==> src/hw/rtl/pfc_pkg.sv <==
// pfc_pkg: types, codes and constants shared by the Playfair encrypt core.
// No dependencies.
package pfc_pkg;

	// input op codes
	localparam logic [1:0] OP_KEY    = 2'd0;
	localparam logic [1:0] OP_FINISH = 2'd1;
	localparam logic [1:0] OP_MSG    = 2'd2;
	localparam logic [1:0] OP_END    = 2'd3;

	// letter indexes, a = 0
	localparam logic [4:0] LTR_I    = 5'd8;
	localparam logic [4:0] LTR_J    = 5'd9;
	localparam logic [4:0] LTR_X    = 5'd23;
	localparam logic [4:0] LTR_LAST = 5'd25;

	localparam int unsigned N_LETTERS = 26;
	localparam int unsigned SQ_CELLS  = 25;
	localparam logic [2:0]  SIDE      = 3'd5;
	localparam logic [2:0]  SIDE_MAX  = 3'd4;

	localparam logic [7:0] ASC_UP_A = 8'd65;
	localparam logic [7:0] ASC_UP_Z = 8'd90;
	localparam logic [7:0] ASC_LO_A = 8'd97;
	localparam logic [7:0] ASC_LO_Z = 8'd122;
	localparam logic [6:0] OUT_BASE = 7'd97;

	typedef struct packed {
		logic [1:0] op;
		logic [7:0] letter;
	} in_item_t;

	typedef struct packed {
		logic [6:0] cipher_letter;
		logic       pair_last;
	} out_item_t;

	typedef enum logic [1:0] {
		CMD_KEY,
		CMD_FIN,
		CMD_MSG,
		CMD_END
	} cmd_kind_t;

	// classified command passed from front to back
	typedef struct packed {
		cmd_kind_t  kind;
		logic       is_letter;
		logic [4:0] idx;
	} cmd_t;

	typedef struct packed {
		logic push;
		cmd_t cmd;
	} push_t;

	typedef enum logic [2:0] {
		BK_IDLE,
		BK_FILL,
		BK_LOOK,
		BK_OUT0,
		BK_OUT1
	} back_state_t;

endpackage

==> src/hw/rtl/pfc_front.sv <==
// pfc_front: folds raw input bytes to letter indexes and classifies items.
// Depends on pfc_pkg.
module pfc_front import pfc_pkg::*; (
	input  logic     item_valid,
	input  in_item_t item,
	input  logic     q_full,
	output logic     item_stall,
	output push_t    wr
);

	logic [7:0] lower;
	logic [7:0] offs;
	logic       is_letter;
	logic [4:0] idx;

	always_comb begin
		lower = item.letter;
		if (item.letter >= ASC_UP_A && item.letter <= ASC_UP_Z) begin
			lower = item.letter | 8'h20;
		end
		is_letter = (lower >= ASC_LO_A) && (lower <= ASC_LO_Z);
		offs = lower - ASC_LO_A;
		idx = offs[4:0];
		if (idx == LTR_J) begin
			idx = LTR_I;
		end
	end

	assign item_stall = q_full;

	always_comb begin
		wr.cmd.is_letter = is_letter;
		wr.cmd.idx = idx;
		unique case (item.op)
			OP_KEY:    wr.cmd.kind = CMD_KEY;
			OP_FINISH: wr.cmd.kind = CMD_FIN;
			OP_MSG:    wr.cmd.kind = CMD_MSG;
			default:   wr.cmd.kind = CMD_END;
		endcase
		// a message non-letter has no effect at all: drop it here
		wr.push = item_valid && !q_full && !(item.op == OP_MSG && !is_letter);
	end

endmodule

==> src/hw/rtl/pfc_queue.sv <==
// pfc_queue: small command FIFO between front and back.
// Depends on pfc_pkg.
module pfc_queue import pfc_pkg::*; #(
	parameter int unsigned DEPTH = 2
) (
	input  logic  clk,
	input  logic  arst_n,
	input  push_t wr,
	input  logic  pop,
	output logic  full,
	output logic  q_valid,
	output cmd_t  rd_cmd
);

	localparam int unsigned PTR_W = (DEPTH > 1) ? $clog2(DEPTH) : 1;
	localparam int unsigned CNT_W = $clog2(DEPTH + 1);

	cmd_t             mem_q [DEPTH];
	logic [PTR_W-1:0] wr_ptr_q, rd_ptr_q;
	logic [CNT_W-1:0] cnt_q;

	function automatic logic [PTR_W-1:0] ptr_inc(input logic [PTR_W-1:0] p);
		ptr_inc = (p == PTR_W'(DEPTH - 1)) ? '0 : p + PTR_W'(1);
	endfunction

	assign full    = (cnt_q == CNT_W'(DEPTH));
	assign q_valid = (cnt_q != '0);
	assign rd_cmd  = mem_q[rd_ptr_q];

	always_ff @(posedge clk or negedge arst_n) begin
		if (!arst_n) begin
			wr_ptr_q <= '0;
			rd_ptr_q <= '0;
			cnt_q    <= '0;
		end else begin
			if (wr.push) begin
				wr_ptr_q <= ptr_inc(wr_ptr_q);
			end
			if (pop) begin
				rd_ptr_q <= ptr_inc(rd_ptr_q);
			end
			if (wr.push && !pop) begin
				cnt_q <= cnt_q + CNT_W'(1);
			end else if (!wr.push && pop) begin
				cnt_q <= cnt_q - CNT_W'(1);
			end
		end
	end

	always_ff @(posedge clk) begin
		if (wr.push) begin
			mem_q[wr_ptr_q] <= wr.cmd;
		end
	end

	a_no_push_full: assert property (@(posedge clk) disable iff (!arst_n)
		wr.push |-> !full) else $error("push into full queue");
	a_no_pop_empty: assert property (@(posedge clk) disable iff (!arst_n)
		pop |-> q_valid) else $error("pop from empty queue");
	a_cnt_bound: assert property (@(posedge clk) disable iff (!arst_n)
		cnt_q <= CNT_W'(DEPTH)) else $error("queue count above depth");

endmodule

==> src/hw/rtl/pfc_back.sv <==
// pfc_back: key square build, alphabet fill sweep and pair encryption.
// Holds the square and letter position memories. Depends on pfc_pkg.
module pfc_back import pfc_pkg::*; (
	input  logic      clk,
	input  logic      arst_n,
	input  logic      q_valid,
	input  cmd_t      cmd,
	output logic      pop,
	output logic      result_valid,
	input  logic      result_stall,
	output out_item_t result
);

	back_state_t st_q, st_d;

	// memories: square cell -> letter, letter -> {row, col}
	logic [4:0] sq_mem [SQ_CELLS];
	logic [5:0] rc_mem [N_LETTERS];

	logic [N_LETTERS-1:0] used_q, used_d, base_used;
	logic [2:0] frow_q, frow_d, base_row;
	logic [2:0] fcol_q, fcol_d, base_col;
	logic [4:0] pend_q, pend_d;
	logic       pvld_q, pvld_d;
	logic       kd_q, kd_d;
	logic [4:0] fidx_q, fidx_d;

	logic       do_place, can_place;
	logic [4:0] place_idx;
	logic [4:0] wr_pos;

	logic       rc_rd_en, sq_rd_en, go_fill;
	logic [4:0] rd_b;
	logic [5:0] rc_a_q, rc_b_q;
	logic [4:0] sq1_q, sq2_q;
	logic [2:0] ra, ca, rb, cb;
	logic [4:0] pos1, pos2;

	function automatic logic [2:0] wrap_inc(input logic [2:0] v);
		wrap_inc = (v == SIDE_MAX) ? 3'd0 : v + 3'd1;
	endfunction

	function automatic logic [4:0] cell_pos(input logic [2:0] r, input logic [2:0] c);
		cell_pos = {r, 2'b00} + {2'b00, r} + {2'b00, c};
	endfunction

	// datapath control
	always_comb begin
		base_used = used_q;
		base_row  = frow_q;
		base_col  = fcol_q;
		do_place  = 1'b0;
		place_idx = cmd.idx;
		pend_d    = pend_q;
		pvld_d    = pvld_q;
		kd_d      = kd_q;
		fidx_d    = fidx_q;
		rc_rd_en  = 1'b0;
		sq_rd_en  = 1'b0;
		go_fill   = 1'b0;
		rd_b      = LTR_X;
		pop       = 1'b0;
		unique case (st_q)
			BK_IDLE: begin
				if (q_valid) begin
					pop = 1'b1;
					unique case (cmd.kind)
						CMD_KEY: begin
							// a key item after finish starts a new key
							if (kd_q) begin
								base_used = '0;
								base_row  = '0;
								base_col  = '0;
								pend_d    = '0;
								pvld_d    = 1'b0;
								kd_d      = 1'b0;
							end
							do_place = cmd.is_letter;
						end
						CMD_FIN: begin
							if (!kd_q) begin
								go_fill = 1'b1;
								fidx_d  = '0;
							end
						end
						CMD_MSG: begin
							if (kd_q) begin
								if (!pvld_q) begin
									pend_d = cmd.idx;
									pvld_d = 1'b1;
								end else begin
									rc_rd_en = 1'b1;
									// doubled letter pairs with x and stays pending
									if (cmd.idx != pend_q) begin
										rd_b   = cmd.idx;
										pend_d = '0;
										pvld_d = 1'b0;
									end
								end
							end
						end
						default: begin
							if (kd_q && pvld_q) begin
								rc_rd_en = 1'b1;
								pend_d   = '0;
								pvld_d   = 1'b0;
							end
						end
					endcase
				end
			end
			BK_FILL: begin
				place_idx = fidx_q;
				do_place  = (fidx_q != LTR_J);
				fidx_d    = fidx_q + 5'd1;
				if (fidx_q == LTR_LAST) begin
					kd_d = 1'b1;
				end
			end
			BK_LOOK: sq_rd_en = 1'b1;
			default: ;
		endcase

		can_place = do_place && !base_used[place_idx] && (base_row < SIDE);
		wr_pos    = cell_pos(base_row, base_col);
		used_d    = base_used;
		frow_d    = base_row;
		fcol_d    = base_col;
		if (can_place) begin
			used_d = base_used | (N_LETTERS'(1) << place_idx);
			if (base_col == SIDE_MAX) begin
				fcol_d = '0;
				frow_d = base_row + 3'd1;
			end else begin
				fcol_d = base_col + 3'd1;
			end
		end
	end

	// cipher positions from the fetched row/col of both letters
	always_comb begin
		ra = rc_a_q[5:3];
		ca = rc_a_q[2:0];
		rb = rc_b_q[5:3];
		cb = rc_b_q[2:0];
		if (ra == rb) begin
			pos1 = cell_pos(ra, wrap_inc(ca));
			pos2 = cell_pos(rb, wrap_inc(cb));
		end else if (ca == cb) begin
			pos1 = cell_pos(wrap_inc(ra), ca);
			pos2 = cell_pos(wrap_inc(rb), cb);
		end else begin
			pos1 = cell_pos(ra, cb);
			pos2 = cell_pos(rb, ca);
		end
	end

	// next state
	always_comb begin
		st_d = st_q;
		unique case (st_q)
			BK_IDLE: begin
				if (go_fill) begin
					st_d = BK_FILL;
				end else if (rc_rd_en) begin
					st_d = BK_LOOK;
				end
			end
			BK_FILL: if (fidx_q == LTR_LAST) st_d = BK_IDLE;
			BK_LOOK: st_d = BK_OUT0;
			BK_OUT0: if (!result_stall) st_d = BK_OUT1;
			BK_OUT1: if (!result_stall) st_d = BK_IDLE;
			default: st_d = BK_IDLE;
		endcase
	end

	// outputs
	always_comb begin
		result_valid = (st_q == BK_OUT0) || (st_q == BK_OUT1);
		result.pair_last = (st_q == BK_OUT1);
		result.cipher_letter = OUT_BASE +
			{2'b00, ((st_q == BK_OUT1) ? sq2_q : sq1_q)};
	end

	always_ff @(posedge clk or negedge arst_n) begin
		if (!arst_n) begin
			st_q   <= BK_IDLE;
			used_q <= '0;
			frow_q <= '0;
			fcol_q <= '0;
			pend_q <= '0;
			pvld_q <= 1'b0;
			kd_q   <= 1'b0;
			fidx_q <= '0;
		end else begin
			st_q   <= st_d;
			used_q <= used_d;
			frow_q <= frow_d;
			fcol_q <= fcol_d;
			pend_q <= pend_d;
			pvld_q <= pvld_d;
			kd_q   <= kd_d;
			fidx_q <= fidx_d;
		end
	end

	always_ff @(posedge clk) begin
		if (can_place) begin
			sq_mem[wr_pos]    <= place_idx;
			rc_mem[place_idx] <= {base_row, base_col};
		end
		if (rc_rd_en) begin
			rc_a_q <= rc_mem[pend_q];
			rc_b_q <= rc_mem[rd_b];
		end
		if (sq_rd_en) begin
			sq1_q <= sq_mem[pos1];
			sq2_q <= sq_mem[pos2];
		end
	end

	a_fill_full: assert property (@(posedge clk) disable iff (!arst_n)
		(st_q == BK_FILL && fidx_q == LTR_LAST) |=> (frow_q == SIDE && fcol_q == 3'd0 && kd_q))
		else $error("square not full after fill sweep");
	a_pair_order: assert property (@(posedge clk) disable iff (!arst_n)
		(st_q == BK_OUT0 && !result_stall) |=> (result_valid && result.pair_last))
		else $error("second letter of pair missing");
	a_letter_range: assert property (@(posedge clk) disable iff (!arst_n)
		result_valid |-> (result.cipher_letter >= 7'd97 && result.cipher_letter <= 7'd122))
		else $error("cipher letter out of range");

endmodule

==> src/hw/rtl/playfair_cipher_encrypt_core.sv <==
// Playfair encrypt core: front accepts one transfer a cycle while the command queue is
// not full. Back end: a key letter or lone message letter is a single dequeue; finish key
// is a dequeue plus an alphabet sweep over all 26 letters; an encrypted pair takes a
// position read (at dequeue), a square read, then two output letters, each held through
// any output stall. Both reads are registered before the first cipher letter is valid.
// Reset clears queue, state and used-letter flags; square memories hold garbage until keyed.
module playfair_cipher_encrypt_core import pfc_pkg::*; #(
	parameter int unsigned QUEUE_DEPTH = 2
) (
	input  logic      clk,
	input  logic      arst_n,
	input  logic      item_valid,
	output logic      item_stall,
	input  in_item_t  item,
	output logic      result_valid,
	input  logic      result_stall,
	output out_item_t result
);

	push_t wr;
	logic  q_full, q_valid, pop;
	cmd_t  rd_cmd;

	pfc_front u_front (
		.item_valid (item_valid),
		.item       (item),
		.q_full     (q_full),
		.item_stall (item_stall),
		.wr         (wr)
	);

	pfc_queue #(.DEPTH(QUEUE_DEPTH)) u_queue (
		.clk     (clk),
		.arst_n  (arst_n),
		.wr      (wr),
		.pop     (pop),
		.full    (q_full),
		.q_valid (q_valid),
		.rd_cmd  (rd_cmd)
	);

	pfc_back u_back (
		.clk          (clk),
		.arst_n       (arst_n),
		.q_valid      (q_valid),
		.cmd          (rd_cmd),
		.pop          (pop),
		.result_valid (result_valid),
		.result_stall (result_stall),
		.result       (result)
	);

endmodule
==> config.mk <==
export PLATFORM = sky130hd
export DESIGN_NAME = playfair_cipher_encrypt_core
export DESIGN_NICKNAME = d
export VERILOG_FILES = /design/src/hw/rtl/pfc_pkg.sv /design/src/hw/rtl/pfc_front.sv /design/src/hw/rtl/pfc_queue.sv /design/src/hw/rtl/pfc_back.sv /design/src/hw/rtl/playfair_cipher_encrypt_core.sv
export SDC_FILE = /design/constraint.sdc
export NUM_CORES = 1
export LEC_CHECK = 0
export ABC_AREA = 1
export BUFFER_PORTS_ARGS = -buffer_cell sky130_fd_sc_hd__buf_2
export CORE_MARGIN = 10
export CORE_UTILIZATION = 30
export CTS_CLUSTER_DIAMETER = 50
export CTS_CLUSTER_SIZE = 30
export DETAILED_ROUTE_END_ITERATION = 8
export GPL_ROUTABILITY_DRIVEN = 0
export PLACE_DENSITY = 0.45
export SYNTH_ARGS = -nofsm -noshare
export SYNTH_HDL_FRONTEND = slang
export SYNTH_SLANG_ARGS = --single-unit
==> constraint.sdc <==
create_clock -name clk -period 4.5 [get_ports clk]
set_input_delay 0.9 -clock clk [delete_from_list [all_inputs] [get_ports clk]]
set_output_delay 0.9 -clock clk [all_outputs]
set_load 0.03 [all_outputs]
==> results_dict.tcl <==
set metrics [dict create \
    die_w_um 287 \
    grt_antenna_before_repair 1 \
    maxCapViolCount 0 \
    synth_area_leaders "edfxtp_1 (45%), nand2_1 (11%), nand3_1 (9.2%)" \
    cpMaxStageDelayCell "fa_1" \
    hold_viol 0 \
    drcViolationCount 0 \
    clkLatencyLatePin_ns 0.59 \
    hp-class "input pin to asynchronous set/reset pin" \
    vias 17700 \
    end_kind "register" \
    required_ns 4.75 \
    cts_max_level 2 \
    ff2ff_setup_slack_ns 0.26 \
    dieArea_um2 82300 \
    ios 24 \
    rsz0062_at_grt "true" \
    drt-wirelength-per-cell_um 19.4 \
    leakage_uw 0.0106 \
    worstPathMaxFanout 32 \
    final_core_util 0.343 \
    cp.arrival_ns 4.49 \
    path_class "register to register" \
    grtUsageTotal 0.161 \
    fin_crit_ns 4.24 \
    grt_pass1_vias 17100 \
    synth_top_area_cell "edfxtp_1" \
    finalCritPeriodShare 0.943 \
    synth_edf_count 319 \
    n_fill_cell 7191 \
    dpl.hpwl_um 44600 \
    r2r_end "u_back.sq_mem[20][4]$_DFFE_PP_" \
    clock.fmax_mhz 236 \
    numPortBuffers 23 \
    cts_buffer_depth 3 \
    syn_inst 2536 \
    ys_types 49 \
    drt_iter0_markers 1337 \
    synth_nets 2610 \
    path_cells "nor2_2 > nand2_1 > nor3_1 > nand2_1 > buf_4 > nand2_1 > inv_1 > fa_1 > fa_1 > xnor2_1 > inv_1 > nor2_1 > nand2_1 > nor2_2" \
    grt_start_max_net_pins 107 \
    synth.avg_cell_area_um2 8.42 \
    cts_buffers 45 \
    drive_above_1_share 0.0920 \
    grt_pass1_wl_um 103000 \
    r2r-start "u_back.st_q[0]$_DFFE_PN0P_" \
    fin_tns_setup_ns 0 \
    netlist.area_leader.share 0.448 \
    maxSlewHeadroom 0.356 \
    irDropWorstVdd_mv 0.357 \
    cts_setup_buffers 0 \
    initial_utilization 0.304 \
    synth-seq-area-share 0.508 \
    via_per_inst 5.04 \
    netlist_area_um2 21400 \
    die_height_um 287 \
    worstMarginPinSlew_ns 0.966 \
    multiInputGateArea_um2 8520 \
    slew_viol_final 0 \
    num-nets-final 2602 \
    r2r_cells 14 \
    clockRootBuffer "clkbuf_16" \
    rows 97 \
    coreArea_um2 70300 \
    synth-main-ff-cell "edfxtp_1" \
    cts_hold_buf 0 \
    n_antenna_cell 0 \
    grt_remaining_overflow 0 \
    cts_tree "done" \
    fin_skew_ns 0.0239 \
    synth_warnings 0 \
    cts.sinks 370 \
    finalSetupViolations 0 \
    critPathLaunchType "register" \
    max_stage_delay_ns 0.56 \
    clkTransAtPathRegs_ns 0.07 \
    crit_top_cell "nand2_1" \
    drt-pass1-iter-count 5 \
    seq_area_um2 10900 \
    status "complete, no violations" \
    syn_to_final_growth_pct 13.0 \
    async_flop_share 0.138 \
    routed_wirelength_um 68000 \
    power_uw 15400 \
    p_per_area_nw_per_um2 638 \
    ant_nets 0 \
    synth_seq_cells 370 \
]
==> cells in the final DEF (no fill, tap or decap), types with 5 or more instances in the layout <==
master     instances
nand4_1           78
fa_1              10
inv_2             13
nand3_1          392
ha_1              50
a21oi_1           97
nand2_1          601
xnor2_1           13
edfxtp_1         319
o211ai_1          28
nor2_4             5
xor2_1            21
nor2_2            19
inv_1            363
o21a_1             5
clkinv_4           6
a31oi_1            9
clkbuf_16         47
buf_2             23
or2_2              7
o21ai_0          154
clkinv_8           6
buf_4             59
nor2_1            85
nor3_1             7
o22ai_1           18
nand3_2            7
o21ai_1            6
nand2_2            6
inv_6             11
dfrtp_1           50
==> stage by stage <==
stage	hold WS, ns	setup slack, ns	instances	cell area, um2
floorplan	0.444	0.634	2536	21400
global placement	0.464	0.319	3421	22600
detailed placement	0.463	0.226	3421	22600
CTS	0.298	0.187	3505	24100
global route	0.329	-0.0784	3505	24100
finish	0.309	0.256	3505	24100
==> report_power, final <==
group	total, uW	switching (uW)	leakage (uW)	internal (uW)
clock	3740	1730	0.000743	2020
sequential	4870	221	0.00360	4650
combinational	6800	4990	0.00629	1800
==> worst max-delay path by stage <==
stage | endpoint | slack [ns] | start
6_report | u_back.sq_mem[20][4]$_DFFE_PP_ | 0.26 | u_back.st_q[0]$_DFFE_PN0P_
5_1_grt | u_back.sq_mem[20][4]$_DFFE_PP_ | -0.08 | u_back.st_q[0]$_DFFE_PN0P_
4_1_cts | u_back.sq_mem[20][4]$_DFFE_PP_ | 0.19 | u_back.st_q[0]$_DFFE_PN0P_
3_5_place_dp | u_back.sq_mem[20][3]$_DFFE_PP_ | 0.23 | u_queue.rd_ptr_q$_DFFE_PN0P_
3_3_place_gp | u_back.sq_mem[20][3]$_DFFE_PP_ | 0.32 | u_queue.rd_ptr_q$_DFFE_PN0P_
2_1_floorplan | u_back.sq_mem[16][0]$_DFFE_PP_ | 0.63 | u_queue.rd_ptr_q$_DFFE_PN0P_
==> synth_stat cells (4+ instances only) <==
cell type and number:
xor2_1 21, nor2_4 5, o211ai_1 28, inv_2 12, clkbuf_1 82, nor2_1 98, a21oi_1 97, a21o_1 4
o21a_1 5, ha_1 50, nand3_2 5, nand3_1 394, edfxtp_1 319, buf_4 4, xnor2_1 13, nor3_1 8
buf_2 47, or2_2 7, nor2_2 6, a31oi_1 9, nand4_1 78, nand2_1 604, dfrtp_1 51, inv_1 363
fa_1 10, buf_6 4, o21ai_1 6, o21ai_0 154, o22ai_1 18
==> sequential cells by signal (all words and copies together) (netlist names), 5 cells and up <==
signal,count
u_back.fidx_q,5
u_back.sq2_q,5
u_back.rc_b_q,6
u_back.pend_q,5
u_back.rc_a_q,6
u_back.used_q,26
u_queue.mem_q,16
u_back.sq1_q,5
u_back.sq_mem,125
u_back.rc_mem,156
==> worst max-delay path: cells and delay by family, from the launching register on <==
family / cells / cell delay (ns)
adders and majority gates: 2 / 1.01
and+or+nand+nor: 8 / 1.62
DFF: 1 / 0.45
buffers and inverters: 3 / 0.54
xor gates and xnor gates: 1 / 0.26
==> kinds of logic after synthesis <==
kind of cell | synth area share
buffers and inverters | 0.0957
AOI/OAI and AO/OA | 0.0876
and+or+nand+nor | 0.255
muxes | 0.000937
xor gates and xnor gates | 0.0139
DFF | 0.508
adders and majority gates | 0.0387
==> per-layer routing <==
metal | global-route usage | vias to the layer above | wire length [um]
met1 | 0.206 | 8543 | 29800
met5 | 0 | - | 13
met3 | 0.0228 | 117 | 3330
met4 | 0.0529 | 2 | 1910
met2 | 0.276 | 488 | 32900
li1 | - | 8506 | -
==> layout make-up <==
type	count	area share
Sequential cell	370	0.450
Inverter	377	0.0586
Clock buffer	48	0.0489
Tap cell	940	0.0487
Clock inverter	36	0.0152
Timing Repair Buffer	85	0.0256
Multi-Input combinational cell	1649	0.353
==> repair_timing <==
item / CTS / global route
hold endpoints to repair: 0 / 0
resized for setup: 0 / 13
setup endpoints to repair: 0 / 65
No activity file was read; power rests on OpenSTA's default activity.
